<file path="src/socks5rp_pkg.sv">
// ----------------------------------------------------------------------------
// socks5rp_pkg
// Types and constants shared by the SOCKS5 request parser.
// ----------------------------------------------------------------------------
package socks5rp_pkg;

	typedef enum logic [3:0] {
		PH_VER      = 4'd0,
		PH_CMD      = 4'd1,
		PH_RSV      = 4'd2,
		PH_ATYP     = 4'd3,
		PH_ADDR     = 4'd4,
		PH_PORT     = 4'd5,
		PH_DONE     = 4'd6,
		PH_BAD_VER  = 4'd7,
		PH_BAD_CMD  = 4'd8,
		PH_BAD_ATYP = 4'd9,
		PH_BAD_RSV  = 4'd10
	} phase_t;

	localparam logic [7:0] PROTO_VERSION = 8'd5;
	localparam logic [7:0] CMD_CONNECT   = 8'd1;
	localparam logic [7:0] RSV_VALUE     = 8'h00;
	localparam logic [7:0] AT_IPV4       = 8'd1;
	localparam logic [7:0] AT_DOMAIN     = 8'd3;
	localparam logic [7:0] AT_IPV6       = 8'd4;
	localparam logic [7:0] IPV4_LEN      = 8'd4;
	localparam logic [7:0] IPV6_LEN      = 8'd16;

	typedef struct packed {
		logic [7:0] data_byte;
		logic       new_request;
	} req_t;

	typedef struct packed {
		logic [3:0]  parse_state;
		logic        finished;
		logic        failed;
		logic [7:0]  command_code;
		logic [7:0]  address_type;
		logic        addr_valid;
		logic [7:0]  addr_index;
		logic [7:0]  addr_byte;
		logic [7:0]  domain_length;
		logic [15:0] dest_port;
	} res_t;

endpackage

</file>
<file path="src/socks5_request_parser.sv">
// Results are registered. Throughput: one request byte per cycle while the skid
// entry is empty; the byte state machine updates in the accept cycle, and a two-entry
// output buffer keeps intake running while a result waits.
// Reset: arst_n clears the parse state to the version phase and all captured fields
// to zero; the output buffer empties.
// ----------------------------------------------------------------------------
// socks5_request_parser
// Byte-at-a-time SOCKS5 request parser with version, command, reserved and
// address type checks, address byte passthrough and big-endian port capture.
// ----------------------------------------------------------------------------
module socks5_request_parser (
	input  logic                clk,
	input  logic                arst_n,
	input  logic                request_valid,
	output logic                request_stall,
	input  socks5rp_pkg::req_t  request,
	output logic                result_valid,
	input  logic                result_stall,
	output socks5rp_pkg::res_t  result
);
	import socks5rp_pkg::*;

	phase_t      phase_q;
	logic [7:0]  cmd_q;
	logic [7:0]  atyp_q;
	logic [7:0]  addr_count_q;
	logic [7:0]  name_len_q;
	logic [7:0]  port_high_q;
	logic        port_count_q;
	logic [15:0] port_q;

	// State as seen by this byte, after an optional restart.
	phase_t      cur_phase;
	logic [7:0]  cur_cmd;
	logic [7:0]  cur_atyp;
	logic [7:0]  cur_count;
	logic [7:0]  cur_name_len;
	logic [7:0]  cur_port_high;
	logic        cur_port_count;
	logic [15:0] cur_port;

	phase_t      nxt_phase;
	logic [7:0]  nxt_cmd;
	logic [7:0]  nxt_atyp;
	logic [7:0]  nxt_count;
	logic [7:0]  nxt_name_len;
	logic [7:0]  nxt_port_high;
	logic        nxt_port_count;
	logic [15:0] nxt_port;
	logic        av;
	logic [7:0]  ai;
	logic [7:0]  ab;
	logic [7:0]  count_inc;
	logic [7:0]  fixed_len;
	logic [7:0]  b;
	res_t        res_new;

	logic        accept;
	logic        take;
	logic        out_valid_q;
	logic        skid_valid_q;
	res_t        out_q;
	res_t        skid_q;

	assign b = request.data_byte;

	always_comb begin
		if (request.new_request) begin
			cur_phase      = PH_VER;
			cur_cmd        = '0;
			cur_atyp       = '0;
			cur_count      = '0;
			cur_name_len   = '0;
			cur_port_high  = '0;
			cur_port_count = 1'b0;
			cur_port       = '0;
		end else begin
			cur_phase      = phase_q;
			cur_cmd        = cmd_q;
			cur_atyp       = atyp_q;
			cur_count      = addr_count_q;
			cur_name_len   = name_len_q;
			cur_port_high  = port_high_q;
			cur_port_count = port_count_q;
			cur_port       = port_q;
		end
	end

	assign count_inc = cur_count + 8'd1;
	assign fixed_len = (cur_atyp == AT_IPV4) ? IPV4_LEN : IPV6_LEN;

	always_comb begin
		nxt_phase      = cur_phase;
		nxt_cmd        = cur_cmd;
		nxt_atyp       = cur_atyp;
		nxt_count      = cur_count;
		nxt_name_len   = cur_name_len;
		nxt_port_high  = cur_port_high;
		nxt_port_count = cur_port_count;
		nxt_port       = cur_port;
		av             = 1'b0;
		ai             = '0;
		ab             = '0;
		case (cur_phase)
			PH_VER: begin
				nxt_phase = (b == PROTO_VERSION) ? PH_CMD : PH_BAD_VER;
			end
			PH_CMD: begin
				nxt_cmd   = b;
				nxt_phase = (b == CMD_CONNECT) ? PH_RSV : PH_BAD_CMD;
			end
			PH_RSV: begin
				nxt_phase = (b == RSV_VALUE) ? PH_ATYP : PH_BAD_RSV;
			end
			PH_ATYP: begin
				nxt_atyp       = b;
				nxt_count      = '0;
				nxt_port_count = 1'b0;
				nxt_phase      = (b inside {AT_IPV4, AT_DOMAIN, AT_IPV6}) ? PH_ADDR : PH_BAD_ATYP;
			end
			PH_ADDR: begin
				if (cur_atyp == AT_IPV4 || cur_atyp == AT_IPV6) begin
					av        = 1'b1;
					ai        = cur_count;
					ab        = b;
					nxt_count = count_inc;
					if (count_inc >= fixed_len) begin
						nxt_phase = PH_PORT;
					end
				end else if (cur_atyp == AT_DOMAIN) begin
					if (cur_count == 8'd0) begin
						// The first byte of a domain address is its length.
						nxt_name_len = b;
						nxt_count    = 8'd1;
						if (b == 8'd0) begin
							nxt_phase = PH_PORT;
						end
					end else begin
						av = 1'b1;
						ai = cur_count - 8'd1;
						ab = b;
						if (cur_count >= cur_name_len) begin
							nxt_phase = PH_PORT;
						end else begin
							nxt_count = count_inc;
						end
					end
				end
			end
			PH_PORT: begin
				if (!cur_port_count) begin
					nxt_port_high  = b;
					nxt_port_count = 1'b1;
				end else begin
					nxt_port  = {cur_port_high, b};
					nxt_phase = PH_DONE;
				end
			end
			default: begin
				// Done and error states hold until a new request restarts parsing.
			end
		endcase
	end

	always_comb begin
		res_new.parse_state   = nxt_phase;
		res_new.finished      = (nxt_phase >= PH_DONE);
		res_new.failed        = (nxt_phase >= PH_BAD_VER);
		res_new.command_code  = nxt_cmd;
		res_new.address_type  = nxt_atyp;
		res_new.addr_valid    = av;
		res_new.addr_index    = ai;
		res_new.addr_byte     = ab;
		res_new.domain_length = nxt_name_len;
		res_new.dest_port     = nxt_port;
	end

	assign request_stall = skid_valid_q;
	assign accept        = request_valid && !skid_valid_q;
	assign take          = out_valid_q && !result_stall;

	always_ff @(posedge clk or negedge arst_n) begin
		if (!arst_n) begin
			phase_q      <= PH_VER;
			cmd_q        <= '0;
			atyp_q       <= '0;
			addr_count_q <= '0;
			name_len_q   <= '0;
			port_high_q  <= '0;
			port_count_q <= 1'b0;
			port_q       <= '0;
		end else if (accept) begin
			phase_q      <= nxt_phase;
			cmd_q        <= nxt_cmd;
			atyp_q       <= nxt_atyp;
			addr_count_q <= nxt_count;
			name_len_q   <= nxt_name_len;
			port_high_q  <= nxt_port_high;
			port_count_q <= nxt_port_count;
			port_q       <= nxt_port;
		end
	end

	// The skid entry only fills when the output entry is held, so it always
	// carries the younger result.
	always_ff @(posedge clk or negedge arst_n) begin
		if (!arst_n) begin
			out_valid_q  <= 1'b0;
			skid_valid_q <= 1'b0;
		end else if (take) begin
			if (skid_valid_q) begin
				skid_valid_q <= 1'b0;
			end else begin
				out_valid_q <= accept;
			end
		end else if (accept) begin
			if (out_valid_q) begin
				skid_valid_q <= 1'b1;
			end else begin
				out_valid_q <= 1'b1;
			end
		end
	end

	always_ff @(posedge clk) begin
		if (take) begin
			if (skid_valid_q) begin
				out_q <= skid_q;
			end else if (accept) begin
				out_q <= res_new;
			end
		end else if (accept) begin
			if (out_valid_q) begin
				skid_q <= res_new;
			end else begin
				out_q <= res_new;
			end
		end
	end

	assign result_valid = out_valid_q;
	assign result       = out_q;

endmodule

</file>
<file path="config.mk">
export PLATFORM = sky130hd
export DESIGN_NAME = socks5_request_parser
export DESIGN_NICKNAME = d
export VERILOG_FILES = /design/src/socks5rp_pkg.sv /design/src/socks5_request_parser.sv
export SDC_FILE = /design/constraint.sdc
export NUM_CORES = 1
export LEC_CHECK = 0
export BUFFER_PORTS_ARGS = -buffer_cell sky130_fd_sc_hd__buf_2
export CORE_MARGIN = 2
export CORE_UTILIZATION = 30
export CTS_CLUSTER_DIAMETER = 50
export DETAILED_ROUTE_END_ITERATION = 12
export GPL_ROUTABILITY_DRIVEN = 0
export PLACE_DENSITY = 0.54
export SLEW_MARGIN = 20
export SYNTH_ARGS = -nofsm -noshare
export SYNTH_HDL_FRONTEND = slang
export SYNTH_SLANG_ARGS = --single-unit
</file>
<file path="constraint.sdc">
create_clock -name clk -period 6.1 [get_ports clk]
set_input_delay 0.61 -clock clk [delete_from_list [all_inputs] [get_ports clk]]
set_output_delay 0.61 -clock clk [all_outputs]
set_load 0.01 [all_outputs]
</file>
# --- Word level (Yosys, flattened, before mapping) ---
# Index checks and enable logic that the tools add are counted.
classes:
  shifts: 0
  n_lt_le_gt_ge: 4
  n_div: 0
  eq_ne: 14
  multipliers: 0
  reduce_logical: 16
  add_sub_neg: 2
  muxes: 60
  n_bitwise: 1
ops:
  columns: ["op", "n"]
  rows:
  - ["63-bit 2-to-1 mux", 5]
  - ["8-bit 2-to-1 mux", 25]
  - ["16-bit 2-to-1 mux", 3]
  - ["4-bit 2-to-1 mux", 11]
  - ["8-bit by 3-bit == test with 1-bit output, second input constant", 3]
  - ["4-bit case mux with 6 select lines", 1]
  - ["8-bit by 1-bit == test with 1-bit output, second input constant", 2]
  - ["8-bit by 2-bit == test with 1-bit output, second input constant", 2]
  - ["8-bit logical NOT", 2]
  - ["8-bit case mux with 2 select lines", 1]
  - ["1-bit 2-to-1 mux", 11]
  - ["8-bit by 1-bit adder with 8-bit output, second input constant", 1]
  - ["4-bit by 2-bit == test with 1-bit output, second input constant", 2]
  - ["4-bit by 3-bit == test with 1-bit output, second input constant", 2]
  - ["4-bit by 3-bit >= comparator with 1-bit output, second input constant", 2]
  - ["8-bit by 5-bit >= comparator with 1-bit output", 1]
  - ["8-bit >= comparator", 1]
  - ["8-bit by 1-bit subtractor with 8-bit output, second input constant", 1]
  - ["3-bit AND reduction", 2]
  - ["2-bit nonzero test", 3]
  - ["5-bit 2-to-1 mux", 1]
  - ["4-bit by 1-bit == test with 1-bit output, second input constant", 1]
  - ["4-bit logical NOT", 1]
  - ["2-bit inequality test, second input constant", 2]
  - ["other kinds (8)", 11]
word_totals:
  out_inout_bits: 65
  latchBits: 0
  mem_count: 0
  rom_bits: 0
  reg_bits: 189
  word_cells: 127
  input_bits: 13
  mem_bits_rw: 0

# --- Longest topological paths before layout ---
# Gate-level depths: netlist of run 1.
depth:
  depth_word: 11
  ltp_mapped: 13
  ltp_nobuf: 10

# --- Worst setup path after synthesis of run 1 ---
# Ideal clock, no wire load.
synth_path:
  path_type: "input port to flip-flop"
  from: "in request_valid"
  to: "reg out_q, in the netlist result[0], enable pin"
  required_time_ps: 5595
  path_stages: 4
  t_arrival_ps: 4195
  setup_time_ps: 505
  path_slack_ps: 1400
  n_path_buf: 1
  path_cell_list: "nor2b_1 > clkbuf_1 > a21oi_1 > a21oi_1"
synth_via:
  elab_chain_cells: 3
  word_cells_on_any_way: 4
  cone_classes: "reduce/logical (4)"
synth_rtl:
  columns: ["item", "line", "text"]
  rows:
  - ["from (decl)", "socks5_request_parser.sv:14", "input logic request_valid,"]
  - ["1-bit logical AND (*)", "socks5_request_parser.sv:179", "assign accept = request_valid && !skid_valid_q;"]
  - ["2-bit nonzero test (no source line)", null, null]
  - ["3-bit AND reduction (no source line) (*)", null, null]
  - ["to (signal assigned)", "socks5_request_parser.sv:228", "out_q <= skid_q;"]
  - ["to (signal assigned)", "socks5_request_parser.sv:230", "out_q <= res_new;"]
  - ["to (signal assigned)", "socks5_request_parser.sv:236", "out_q <= res_new;"]
  - ["to (decl)", "socks5_request_parser.sv:62", "res_t out_q;"]
# Every way passes the cells marked *; elsewhere a longest branch is shown, timed or not.
# A chain may end at the register's enable or synchronous reset.

# --- Final worst setup path of run 1 ---
layout_path:
  from: "in request[0] (netlist name)"
  to: "reg out_q, in the netlist result[31] (data pin)"
layout_via:
  elab_chain_cells: 9
  word_cells_on_any_way: 18
  cone_classes: "eq/ne (4); mux (12); reduce/logical (2)"
layout_rtl:
  columns: ["item", "line", "text"]
  rows:
  - ["from (decl)", "socks5_request_parser.sv:16", "input socks5rp_pkg::req_t request,"]
  - ["8-bit 2-to-1 mux", "socks5_request_parser.sv:68", "if (request.new_request) begin"]
  - ["8-bit logical NOT", "socks5_request_parser.sv:131", "if (cur_count == 8'd0) begin"]
  - ["8-bit 2-to-1 mux", "socks5_request_parser.sv:131", null]
  - ["8-bit 2-to-1 mux", "socks5_request_parser.sv:130", "end else if (cur_atyp == AT_DOMAIN) begin"]
  - ["8-bit 2-to-1 mux", "socks5_request_parser.sv:122", "if (cur_atyp == AT_IPV4 || cur_atyp == AT_IPV6) begin"]
  - ["8-bit 2-to-1 mux (*)", "socks5_request_parser.sv:104", "case (cur_phase)"]
  - ["via ab[7]", "socks5_request_parser.sv:52", "logic [7:0] ab;"]
  - ["63-bit 2-to-1 mux (on tied branches)", "socks5_request_parser.sv:233, socks5_request_parser.sv:229", null]
  - ["63-bit 2-to-1 mux (on tied branches)", "socks5_request_parser.sv:232, socks5_request_parser.sv:227", null]
  - ["63-bit 2-to-1 mux (*)", "socks5_request_parser.sv:226", "if (take) begin"]
# Mark *: on every way through the listed nets, which the timed path passes. The rest lies on a longest branch. The select of a mux whose other input is x is not followed.

==> reports/metrics.yaml, run 1 <==
clock_tree:
  cts_buffer_depth: 2
  cts_sinks: 189
  cts_tree: "yes"
  postCtsHoldBufs: 0
  clock_latency_ns: 0.43
  ctsResizeCount: 0
  cts.clk_slew.worst_paths_ns: 0.08
  numCtsBuffers: 17
  cts_setup_buffers: 0
  cts_root_buf: "clkbuf_16"
  cts_max_level: 4
finish:
  layout-drive-gt1-share_pct: 15.22
  fin_util_pct: 35.11
  layout.nets: 922
  design_area_um2: 10100
  syn_to_final_growth_pct: 14.64
  diodes: 0
yosys:
  synth_top_area_share_pct: 42.93
  yosys.area.top_type: "edfxtp_1"
  yosysMostFrequentCell: "edfxtp_1"
  async_reset_ff_share_pct: 33.33
  synth_edf_count: 126
  synth_common_cells: "edfxtp_1, nor2_1, nand2_1"
  synth_cell_types: 69
  synth_area_per_cell_um2: 10.37
  synthTopCellsByArea: "edfxtp_1, dfrtp_1, nor2_1"
  ys_seq_elements: 189
  synth_cells: 850
  syn_area_um2: 8813
  synth-main-ff-cell: "edfxtp_1"
  ys_warn_count: 0
  synth-seq-area-share_pct: 60.82
  synth_fp_nets: 872
sta:
  fin_tns_setup_ns: 0
  period_needed_ns: 3.657
  finClkSkew_ns: 0.01351
  drv_slew: 0
  slew_headroom_pct: 31.94
  maxClockFrequency_mhz: 273.4
  setup_viol: 0
  rsz0062_at_grt: "false"
  timing.final.hold_violations: 0
  worstMarginPinSlew_ns: 1.021
  fin_crit_sh_pct: 59.95
route:
  drt_iter0_drc: 552
  first_pass_iters: 5
  drt_drc_violations_left: 0
  via_per_inst: 4.825
  drt-total-wl_um: 21230
  vias: 6258
  wl_per_cell_um: 16.37
  antenna_left: 0
critical_path:
  reg2reg_slack_ns: 2.66
  r2r-end: "result[31]"
  worstRegToRegCells: 10
  cp_max_fo: 36
  crit_end: "result[31]"
  worst_ep_required_time_ns: 6.27
  startpoint: "request[0]"
  critPathLaunchType: "input port"
  regToRegStartpoint: "addr_count_q[1]"
  endpoint_kind: "register"
  crit_arrival_ns: 3.83
  crit_type: "in -> reg"
floorplan:
  start_util_pct: 30.62
  core_area_um2: 28780
  dieArea_um2: 30770
  die_h_um: 175.4
  die_w_um: 175.4
  rows: 62
  io_pins: 78
place:
  post_dp_cell_area_um2: 9533
  io_buffer_count: 77
  hpwl_um: 14120
pwr:
  peakVddDrop_v: 0.0002049
  p_per_area_nw_per_um2: 424.4
  finalPower_mw: 4.288
  power.leakage_nw: 4.269
grt:
  antenna_found_initial: 0
  grt-ovfl-total: 0
  grt_pass1_vias: 5987
  grt_pass1_wl_um: 34440
  grt_max_degree: 99
  grt_usage_pct: 14.31
worst_hold_path:
  min_path_type: "in -> async"
run:
  maxCapViolations: 0
outcome:
  status: "complete, no violations"
registers in the layout, summed over array words and instances, names as in the netlist:
register       cells
port_q            16
cmd_q              8
addr_count_q       8
request_stall      1
port_count_q       1
name_len_q         8
atyp_q             8
skid_q            63
phase_q            4
result_valid       1
port_high_q        8
result            63
critical path: stages:
cell and delay (ns):
buf_2 0.54, nor2b_1 0.19, inv_1 0.14, ha_1 0.22, nor4b_1 0.25, o22ai_1 0.25
a21boi_0 0.24, or4_1 0.59, inv_1 0.28, and2_1 0.25, mux2_2 0.26
kinds of logic after synthesis:
logic type / Yosys count / share of synthesized area [%]
and+or+nand+nor: 294 / 15.37
AOI/OAI and AO/OA: 221 / 15.12
DFF: 189 / 60.82
buffers and inverters: 118 / 5.281
xor gates and xnor gates: 10 / 0.9938
muxes: 9 / 1.136
adders and majority gates: 9 / 1.278
report_power, final:
group	switching, mW	internal [mW]
logic	0.803	0.403
registers	0.185	1.81
clock network	0.507	0.581
total	1.49	2.79
layout by cell type, fill, tap and decap left out, types with 4 or more instances in the layout:
master,count
o21ai_0,62
or4_1,4
buf_2,77
inv_1,65
xnor2_1,8
nor3_1,9
o211ai_1,4
edfxtp_1,126
nand3_1,10
and2_1,10
and3_1,4
buf_4,7
nand2_1,98
a21oi_1,65
a22o_1,10
nand4_1,4
dfrtp_1,63
nor2_1,112
mux2_2,8
o31ai_1,9
clkbuf_16,17
a31oi_1,41
ha_1,9
nor2b_1,11
area by class of cell:
cell class	instances	area (µm²)
fill	2898	18680
sequential	189	5360
multi-input combinational	543	3010
tap	384	480.5
clock buffer	18	439.2
timing repair buffer	84	437.9
inverter	65	244.0
clock inverter	14	131.4
worst min path at each step:
stage	from	to	depth (start not counted)
2_1_floorplan	arst_n	addr_count_q[0]	0
3_3_place_gp	cmd_q[7]	cmd_q[7]	2
3_5_place_dp	cmd_q[7]	cmd_q[7]	2
4_1_cts	arst_n	name_len_q[4]	2
5_1_grt	arst_n	name_len_q[6]	2
6_report	arst_n	name_len_q[5]	2
layer usage:
metal | up-vias | track usage, % | part of all wire (%)
met2 | 165 | 20.34 | 43
li1 | 3112 | - | -
met1 | 2962 | 21.92 | 51
met5 | - | 0 | 0
met4 | 0 | 3.646 | 1.0
met3 | 19 | 3.074 | 4.6
per-stage QoR:
| step | worst slack [ns] | instances | hold WS [ns] |
|---|---|---|---|
| global placement | 2.176 | 1265 | 0.4546 |
| finish | 2.443 | 1297 | 0.3698 |
| CTS | 2.446 | 1297 | 0.4137 |
| global route | 2.132 | 1297 | 0.4369 |
| detailed placement | 2.017 | 1265 | 0.4634 |
| floorplan | 1.400 | 850 | 0.3144 |
Power figures use the tool's default switching activity.
==> run 2, diff against run 1 <==
--- a/config.mk
+++ b/config.mk
@@ -5,13 +5,14 @@
 export SDC_FILE = /design/constraint.sdc
 export NUM_CORES = 1
 export LEC_CHECK = 0
+export ABC_AREA = 1
 export BUFFER_PORTS_ARGS = -buffer_cell sky130_fd_sc_hd__buf_2
 export CORE_MARGIN = 2
 export CORE_UTILIZATION = 30
 export CTS_CLUSTER_DIAMETER = 50
 export DETAILED_ROUTE_END_ITERATION = 12
 export GPL_ROUTABILITY_DRIVEN = 0
-export PLACE_DENSITY = 0.54
+export PLACE_DENSITY = 0.55
 export SLEW_MARGIN = 20
 export SYNTH_ARGS = -nofsm -noshare
 export SYNTH_HDL_FRONTEND = slang
==> constraint.sdc (replaced) <==
create_clock -name clk -period 3.1 [get_ports clk]
set_input_delay 0.31 -clock clk [delete_from_list [all_inputs] [get_ports clk]]
set_output_delay 0.31 -clock clk [all_outputs]
set_load 0.01 [all_outputs]
==> run 2 against run 1 <==
  * The run now ends with hold timing left
  * Clock skew decreased by 0.0035 ns
  * Cell area increased by 3.2%
  * Final cell count increased by 9.3%
  * Worst hold slack got worse by 0.38 ns
  * First-iteration DRC count decreased by 13%
  * Combinational power increased by 100%
  * Clock power increased by 95%
  * Register-to-register slack got worse by 1.9 ns
  * Non-clock buffer count increased by 10
  * Highest routed layer is now met5
==> reports/metrics.yaml, run 2 <==
sta:
  finClkSkew_ns: 0.01003
  maxClockFrequency_mhz: 419.4
  slew_headroom_pct: 42.37
  drv_slew: 0
  rsz0062_at_grt: "false"
  period_needed_ns: 2.384
  worstMarginPinSlew_ns: 0.8644
  fin_tns_setup_ns: 0
  fin_crit_sh_pct: 76.91
  timing.final.hold_violations: 7
  setup_viol: 0
  whs_ns: -0.01243
finish:
  fin_util_pct: 35.28
  layout.cells.most_common: "nand2_1"
  final_cell_mix: "nand2_1, edfxtp_1, inv_1"
  syn_to_final_growth_pct: 16.17
  fin_cells: 1418
  layout.nets: 1037
  layout-drive-gt1-share_pct: 18.21
critical_path:
  cp_max_fo: 15
  endpoint_kind: "register"
  critPathLaunchType: "register"
  worst_ep_required_time_ns: 3.29
  worstRegToRegCells: 13
  crit_type: "reg -> reg"
  crit_arrival_ns: 2.57
grt:
  grt_max_degree: 95
  grt_pass1_wl_um: 34820
  grt_usage_pct: 14.35
  grt-ovfl-total: 0
  grt_pass1_vias: 6335
  antenna_found_initial: 2
route:
  drt_iter0_drc: 480
  drt_drc_violations_left: 0
  drt-total-wl_um: 21510
  first_pass_iters: 5
  vias: 6470
  antenna_left: 0
  via_per_inst: 4.563
  wl_per_cell_um: 15.17
yosys:
  synth-main-ff-cell: "edfxtp_1"
  synthAdderAreaFrac_pct: 1.255
  ys_warn_count: 0
  synth_edf_count: 126
  yosysMostFrequentCell: "nand2_1"
  synthMuxAreaShare_pct: 0.8921
  yosys.area.top_type: "edfxtp_1"
  syn_area_um2: 8976
  synth_top_area_share_pct: 42.15
  synth_cells: 941
  synthSimpleGateAreaFrac_pct: 19.24
  synth-xor-area-share_pct: 0.2927
  synth_area_per_cell_um2: 9.539
  synth_cell_types: 40
  synth_compound_area_share_pct: 11.03
  ys_seq_elements: 189
  synth_top_family_by_area: "simple AND/OR/NAND/NOR gates"
  synth_common_cells: "nand2_1, edfxtp_1, inv_1"
  synth_fp_nets: 963
  synth-seq-area-share_pct: 59.72
  synthTopCellsByArea: "edfxtp_1, dfrtp_1, nand2_1"
  async_reset_ff_share_pct: 33.33
clock_tree:
  cts_tree: "yes"
  cts_setup_buffers: 0
  numCtsBuffers: 17
  clock_latency_ns: 0.43
  cts.clk_slew.worst_paths_ns: 0.07
  cts_root_buf: "clkbuf_16"
  postCtsHoldBufs: 0
  ctsResizeCount: 0
  cts_buffer_depth: 2
  cts_sinks: 189
  cts_max_level: 4
floorplan:
  die_h_um: 177.0
  dieArea_um2: 31320
  start_util_pct: 30.37
  die_w_um: 177.0
  io_pins: 78
  rows: 63
  core_area_um2: 29560
pwr:
  power.leakage_nw: 4.384
  peakVddDrop_v: 0.0004409
  p_per_area_nw_per_um2: 796.3
  finalPower_mw: 8.304
place:
  dp.cells: 1386
  io_buffer_count: 77
  hpwl_um: 14710
outcome:
  status: "finished with violations"
  violations: "hold timing"
worst_hold_path:
  min_path_type: "in -> async"
run:
  maxCapViolations: 0
[run 2: cell count changes after synthesis, sizes merged, moves of 10 or more]
cell    previous run  this run
a21oi             66        24
a22o              10         0
a31oi             41         1
and2              11         1
clkbuf            38        22
inv               65       128
nand2             99       257
nand3             10        35
nand4              4        14
nor2             112        71
nor2b             11         0
o21ai             64       140
o31ai             10         0
[run 2: worst max-delay path, cell delays in order (launching register included)]
cell and delay (ns):
dfrtp_1 0.44, inv_1 0.10, nor2_1 0.07, inv_1 0.14, ha_1 0.25, nand3_2 0.11
nor2_4 0.15, nor2_2 0.06, inv_2 0.08, a21oi_4 0.07, inv_2 0.42, a21oi_1 0.13
nand2_1 0.09, nand2_1 0.06
[run 2: cell families (layout without fill, tap and decap cells)]
kind of cell / after synthesis / in the layout
xor+xnor: 3 / 3
compound gates: 181 / 181
buf+inv: 167 / 253
fa+ha+maj: 9 / 9
simple gates: 384 / 384
other cells: 0 / 1
mux: 8 / 8
flops: 189 / 189
[run 2: through the flow]
stage          setup WS (ns)  area (µm²)
3_5_place_dp          0.4964        9868
6_report              0.7158       10430
2_1_floorplan         0.1913        8990
3_3_place_gp          0.5415        9868
4_1_cts               0.6871       10430
5_1_grt               0.4788       10430
[run 2: routing by layer]
layer	up-vias	part of all wire [%]	GRT usage, %
met5	-	0.051	0
met3	21	4.9	2.964
met1	3050	46	19.55
li1	3256	-	-
met4	2	1.2	3.960
met2	141	48	23.14
[run 2: worst paths after layout]
kind	start	end	slack (ns)
min in group clk	result_stall	request_stall	0.20
worst min-delay path	arst_n	request_stall	-0.01
max in group asynchronous	arst_n	cmd_q[2]	2.42
worst max-delay path	addr_count_q[0]	result[32]	0.72
worst max register to register	addr_count_q[0]	result[32]	0.72
worst min register to register	port_q[13]	port_q[13]	0.49
[run 2: area by class of cell]
type,count,area [µm²]
sequential,189,5360
inverter,128,480.5
timing repair buffer,94,575.6
multi-input combinational,585,2964
fill,3007,19130
tap,390,488.0
clock buffer,20,436.7
antenna,1,2.502
clock inverter,11,120.1
[run 2: where the power goes]
part / switching [mW] / leakage [nW] / internal (mW)
Clock: 0.942 / 0.278 / 1.18
Sequential: 0.226 / 2.06 / 3.50
Combinational: 1.70 / 2.04 / 0.752
==> run 3, diff against run 2 <==
==> constraint.sdc (replaced) <==
create_clock -name clk -period 2 [get_ports clk]
set_input_delay 0.2 -clock clk [delete_from_list [all_inputs] [get_ports clk]]
set_output_delay 0.2 -clock clk [all_outputs]
set_load 0.01 [all_outputs]
==> run 3 against run 2 <==
  * The flow finishes with violations (setup timing)
  * Clock power increased by 60%
  * Die area unchanged
  * Combinational power is 120% higher
  * Worst setup slack got worse by 0.97 ns
  * Register-to-register slack got worse by 0.97 ns
  * Sequential share of layout area down 7.5 points
  * Routed wire length grew 11%
  * Maximum frequency grew 5.7%
  * Clock skew increased by 0.0094 ns
  * Critical path depth rose by 7
  * Final cell count up 11%
  * Worst hold slack gained 0.076 ns
  * Largest power group unchanged
==> reports/metrics.yaml, run 3 (synthesis gave the netlist of run 2 again) <==
critical_path:
  crit_chain: "inv_1 -> nor2_1 -> inv_1 -> nand3_2 -> nor2_4 -> nand2_2 -> inv_2 -> ha_4 -> nand4_1 -> nand2_1 -> inv_1 -> nand2_1 -> nand2_1 -> nand2_1 -> nor2_2 -> nand4_1 -> nand3_2 -> a21boi_2 -> nand2_1 -> nand2_1"
  endpoint_kind: "register"
  crit_type: "reg -> reg"
  cp_max_fo: 3
  critPathLaunchType: "register"
  critPathMaxStageDelay_ns: 0.39
  cpMaxStageDelayCell: "dfrtp_1"
  worst_path_most_repeated_cell: "nand2_1"
  worst_ep_required_time_ns: 2.20
  crit_arrival_ns: 2.45
pwr:
  p_clk_share_pct: 23.4
  peakVddDrop_v: 0.0007471
  p_per_area_nw_per_um2: 1193
  p_sw_share_pct: 35.69
  comb_power_share_pct: 36.9
  p_switching_mw: 5.203
  finalPower_mw: 14.58
  intPower_mw: 9.375
  power_frac_seq_pct: 39.7
  power.leakage_nw: 5.237
place:
  io_buffer_count: 77
  hpwl_um: 16270
  pre_cts_slack_ns: -0.3898
route:
  antenna_left: 0
  drt_iter0_drc: 554
  via_per_inst: 4.550
  wl_per_cell_um: 15.21
  first_pass_iters: 5
  drt-total-wl_um: 23930
  drt_drc_violations_left: 0
  vias: 7161
grt:
  grt-ovfl-total: 0
  antenna_found_initial: 1
  grt_pass1_wl_um: 37630
  grt_usage_pct: 15.73
  grt_max_degree: 77
  grt_pass1_vias: 6931
outcome:
  violations: "setup timing"
  status: "finished with violations"
sta:
  finClkSkew_ns: 0.01943
  worstMarginPinSlew_ns: 0.7186
  period_needed_ns: 2.255
  slew_headroom_pct: 52.09
  rsz0062_at_grt: "true"
  fin_crit_sh_pct: 112.7
  finalWorstSetupSlack_ns: -0.2546
  whs_ns: 0.06378
  maxClockFrequency_mhz: 443.5
  drv_slew: 0
  timing.final.hold_violations: 0
  setup_viol: 55
clock_tree:
  cts_tree: "yes"
  numCtsBuffers: 17
  cts_root_buf: "clkbuf_16"
  cts_max_level: 4
  cts.clk_slew.worst_paths_ns: 0.08
  cts_sinks: 189
  clock_latency_ns: 0.44
  cts_buffer_depth: 2
finish:
  layout-drive-gt1-share_pct: 34.15
  layout.cells.most_common: "nand2_1"
  syn_to_final_growth_pct: 36.17
  layout.nets: 1192
  final_cell_mix: "nand2_1, buf_4, edfxtp_1"
run:
  maxCapViolations: 0
floorplan:
  core_area_um2: 29560
  start_util_pct: 30.37
  rows: 63
  die_h_um: 177.0
  io_pins: 78
  die_w_um: 177.0
  dieArea_um2: 31320
worst_hold_path:
  min_path_type: "in -> reg"
run 3: cell types whose count changed in the layout (fill, tap and decap cells not counted), moves of 7 or more:
cell,delta
nand2_4,+9
nor2_1,-11
inv_6,+7
o21ai_0,-24
o21ai_1,+15
buf_6,+19
buf_4,+127
inv_1,-7
o21ai_4,+8
nand2_1,-14
run 3: worst paths after layout:
| check | start | end | slack (ns) | depth (start not counted) |
|---|---|---|---|---|
| setup / recovery | atyp_q[7] | result[59] | -0.25 | 20 |
| hold / removal | result_stall | request_stall | 0.06 | 3 |
| setup reg to reg | atyp_q[7] | result[59] | -0.25 | 20 |
| hold reg to reg | port_q[11] | port_q[11] | 0.49 | 2 |
| max in group asynchronous | arst_n | name_len_q[0] | 1.34 | 3 |
| min in group asynchronous | arst_n | addr_count_q[6] | 0.28 | 3 |
run 3: cell type report:
class                           count  area [µm²]
Inverter                          128       490.5
Sequential cell                   189        5361
Antenna cell                        1       2.502
Clock buffer                       17       425.4
Clock inverter                     15       150.1
Tap cell                          390       488.0
Timing Repair Buffer              248        1888
Multi-Input combinational cell    586        3417
Fill cell                        2861       17340
run 3: power by group through the flow:
stage	clock network, mW	registers [mW]	logic [mW]
after floorplan	0	6.09	2.20
after global placement	0	5.86	4.49
after detailed placement	0	5.86	4.53
after CTS	3.48	5.79	5.15
after global routing	3.65	5.89	5.92
final	3.41	5.78	5.39
run 3: layer usage:
metal  routed length (µm)  GRT usage (%)  vias to the layer above
met5                    0              0                        -
met4                  361          4.683                        0
met3                  875          2.814                       23
met2                11630          25.76                      141
met1                11060          21.25                     3425
li1                     -              -                     3572
run 3: stage by stage:
step	instance area (µm²)	cells	utilization (%)	setup TNS [ns]
3_3_place_gp	10830	1502	36.65	-22.32
5_1_grt	12220	1574	41.35	-12.81
2_1_floorplan	9037	941	-	-24.73
4_1_cts	11960	1567	40.46	-5.264
3_5_place_dp	10830	1502	36.65	-26.94
6_report	12220	1574	41.35	-5.421
run 3: critical path: cells and delay by family (launching register included):
kind	cells	cell delay [ns]
fa+ha+maj	1	0.19
buf+inv	4	0.28
compound gates	1	0.08
flops	1	0.39
simple gates	14	1.06
run 3: repair_timing:
action                                 in CTS  in global routing
cloned                                      1                  0
hold buffers                                1                  0
setup buffers                              31                  9
pin swaps                                  34                 37
resized for setup                          84                 58
setup endpoints to repair                  42                 89
endpoints found under the hold margin      63                  0
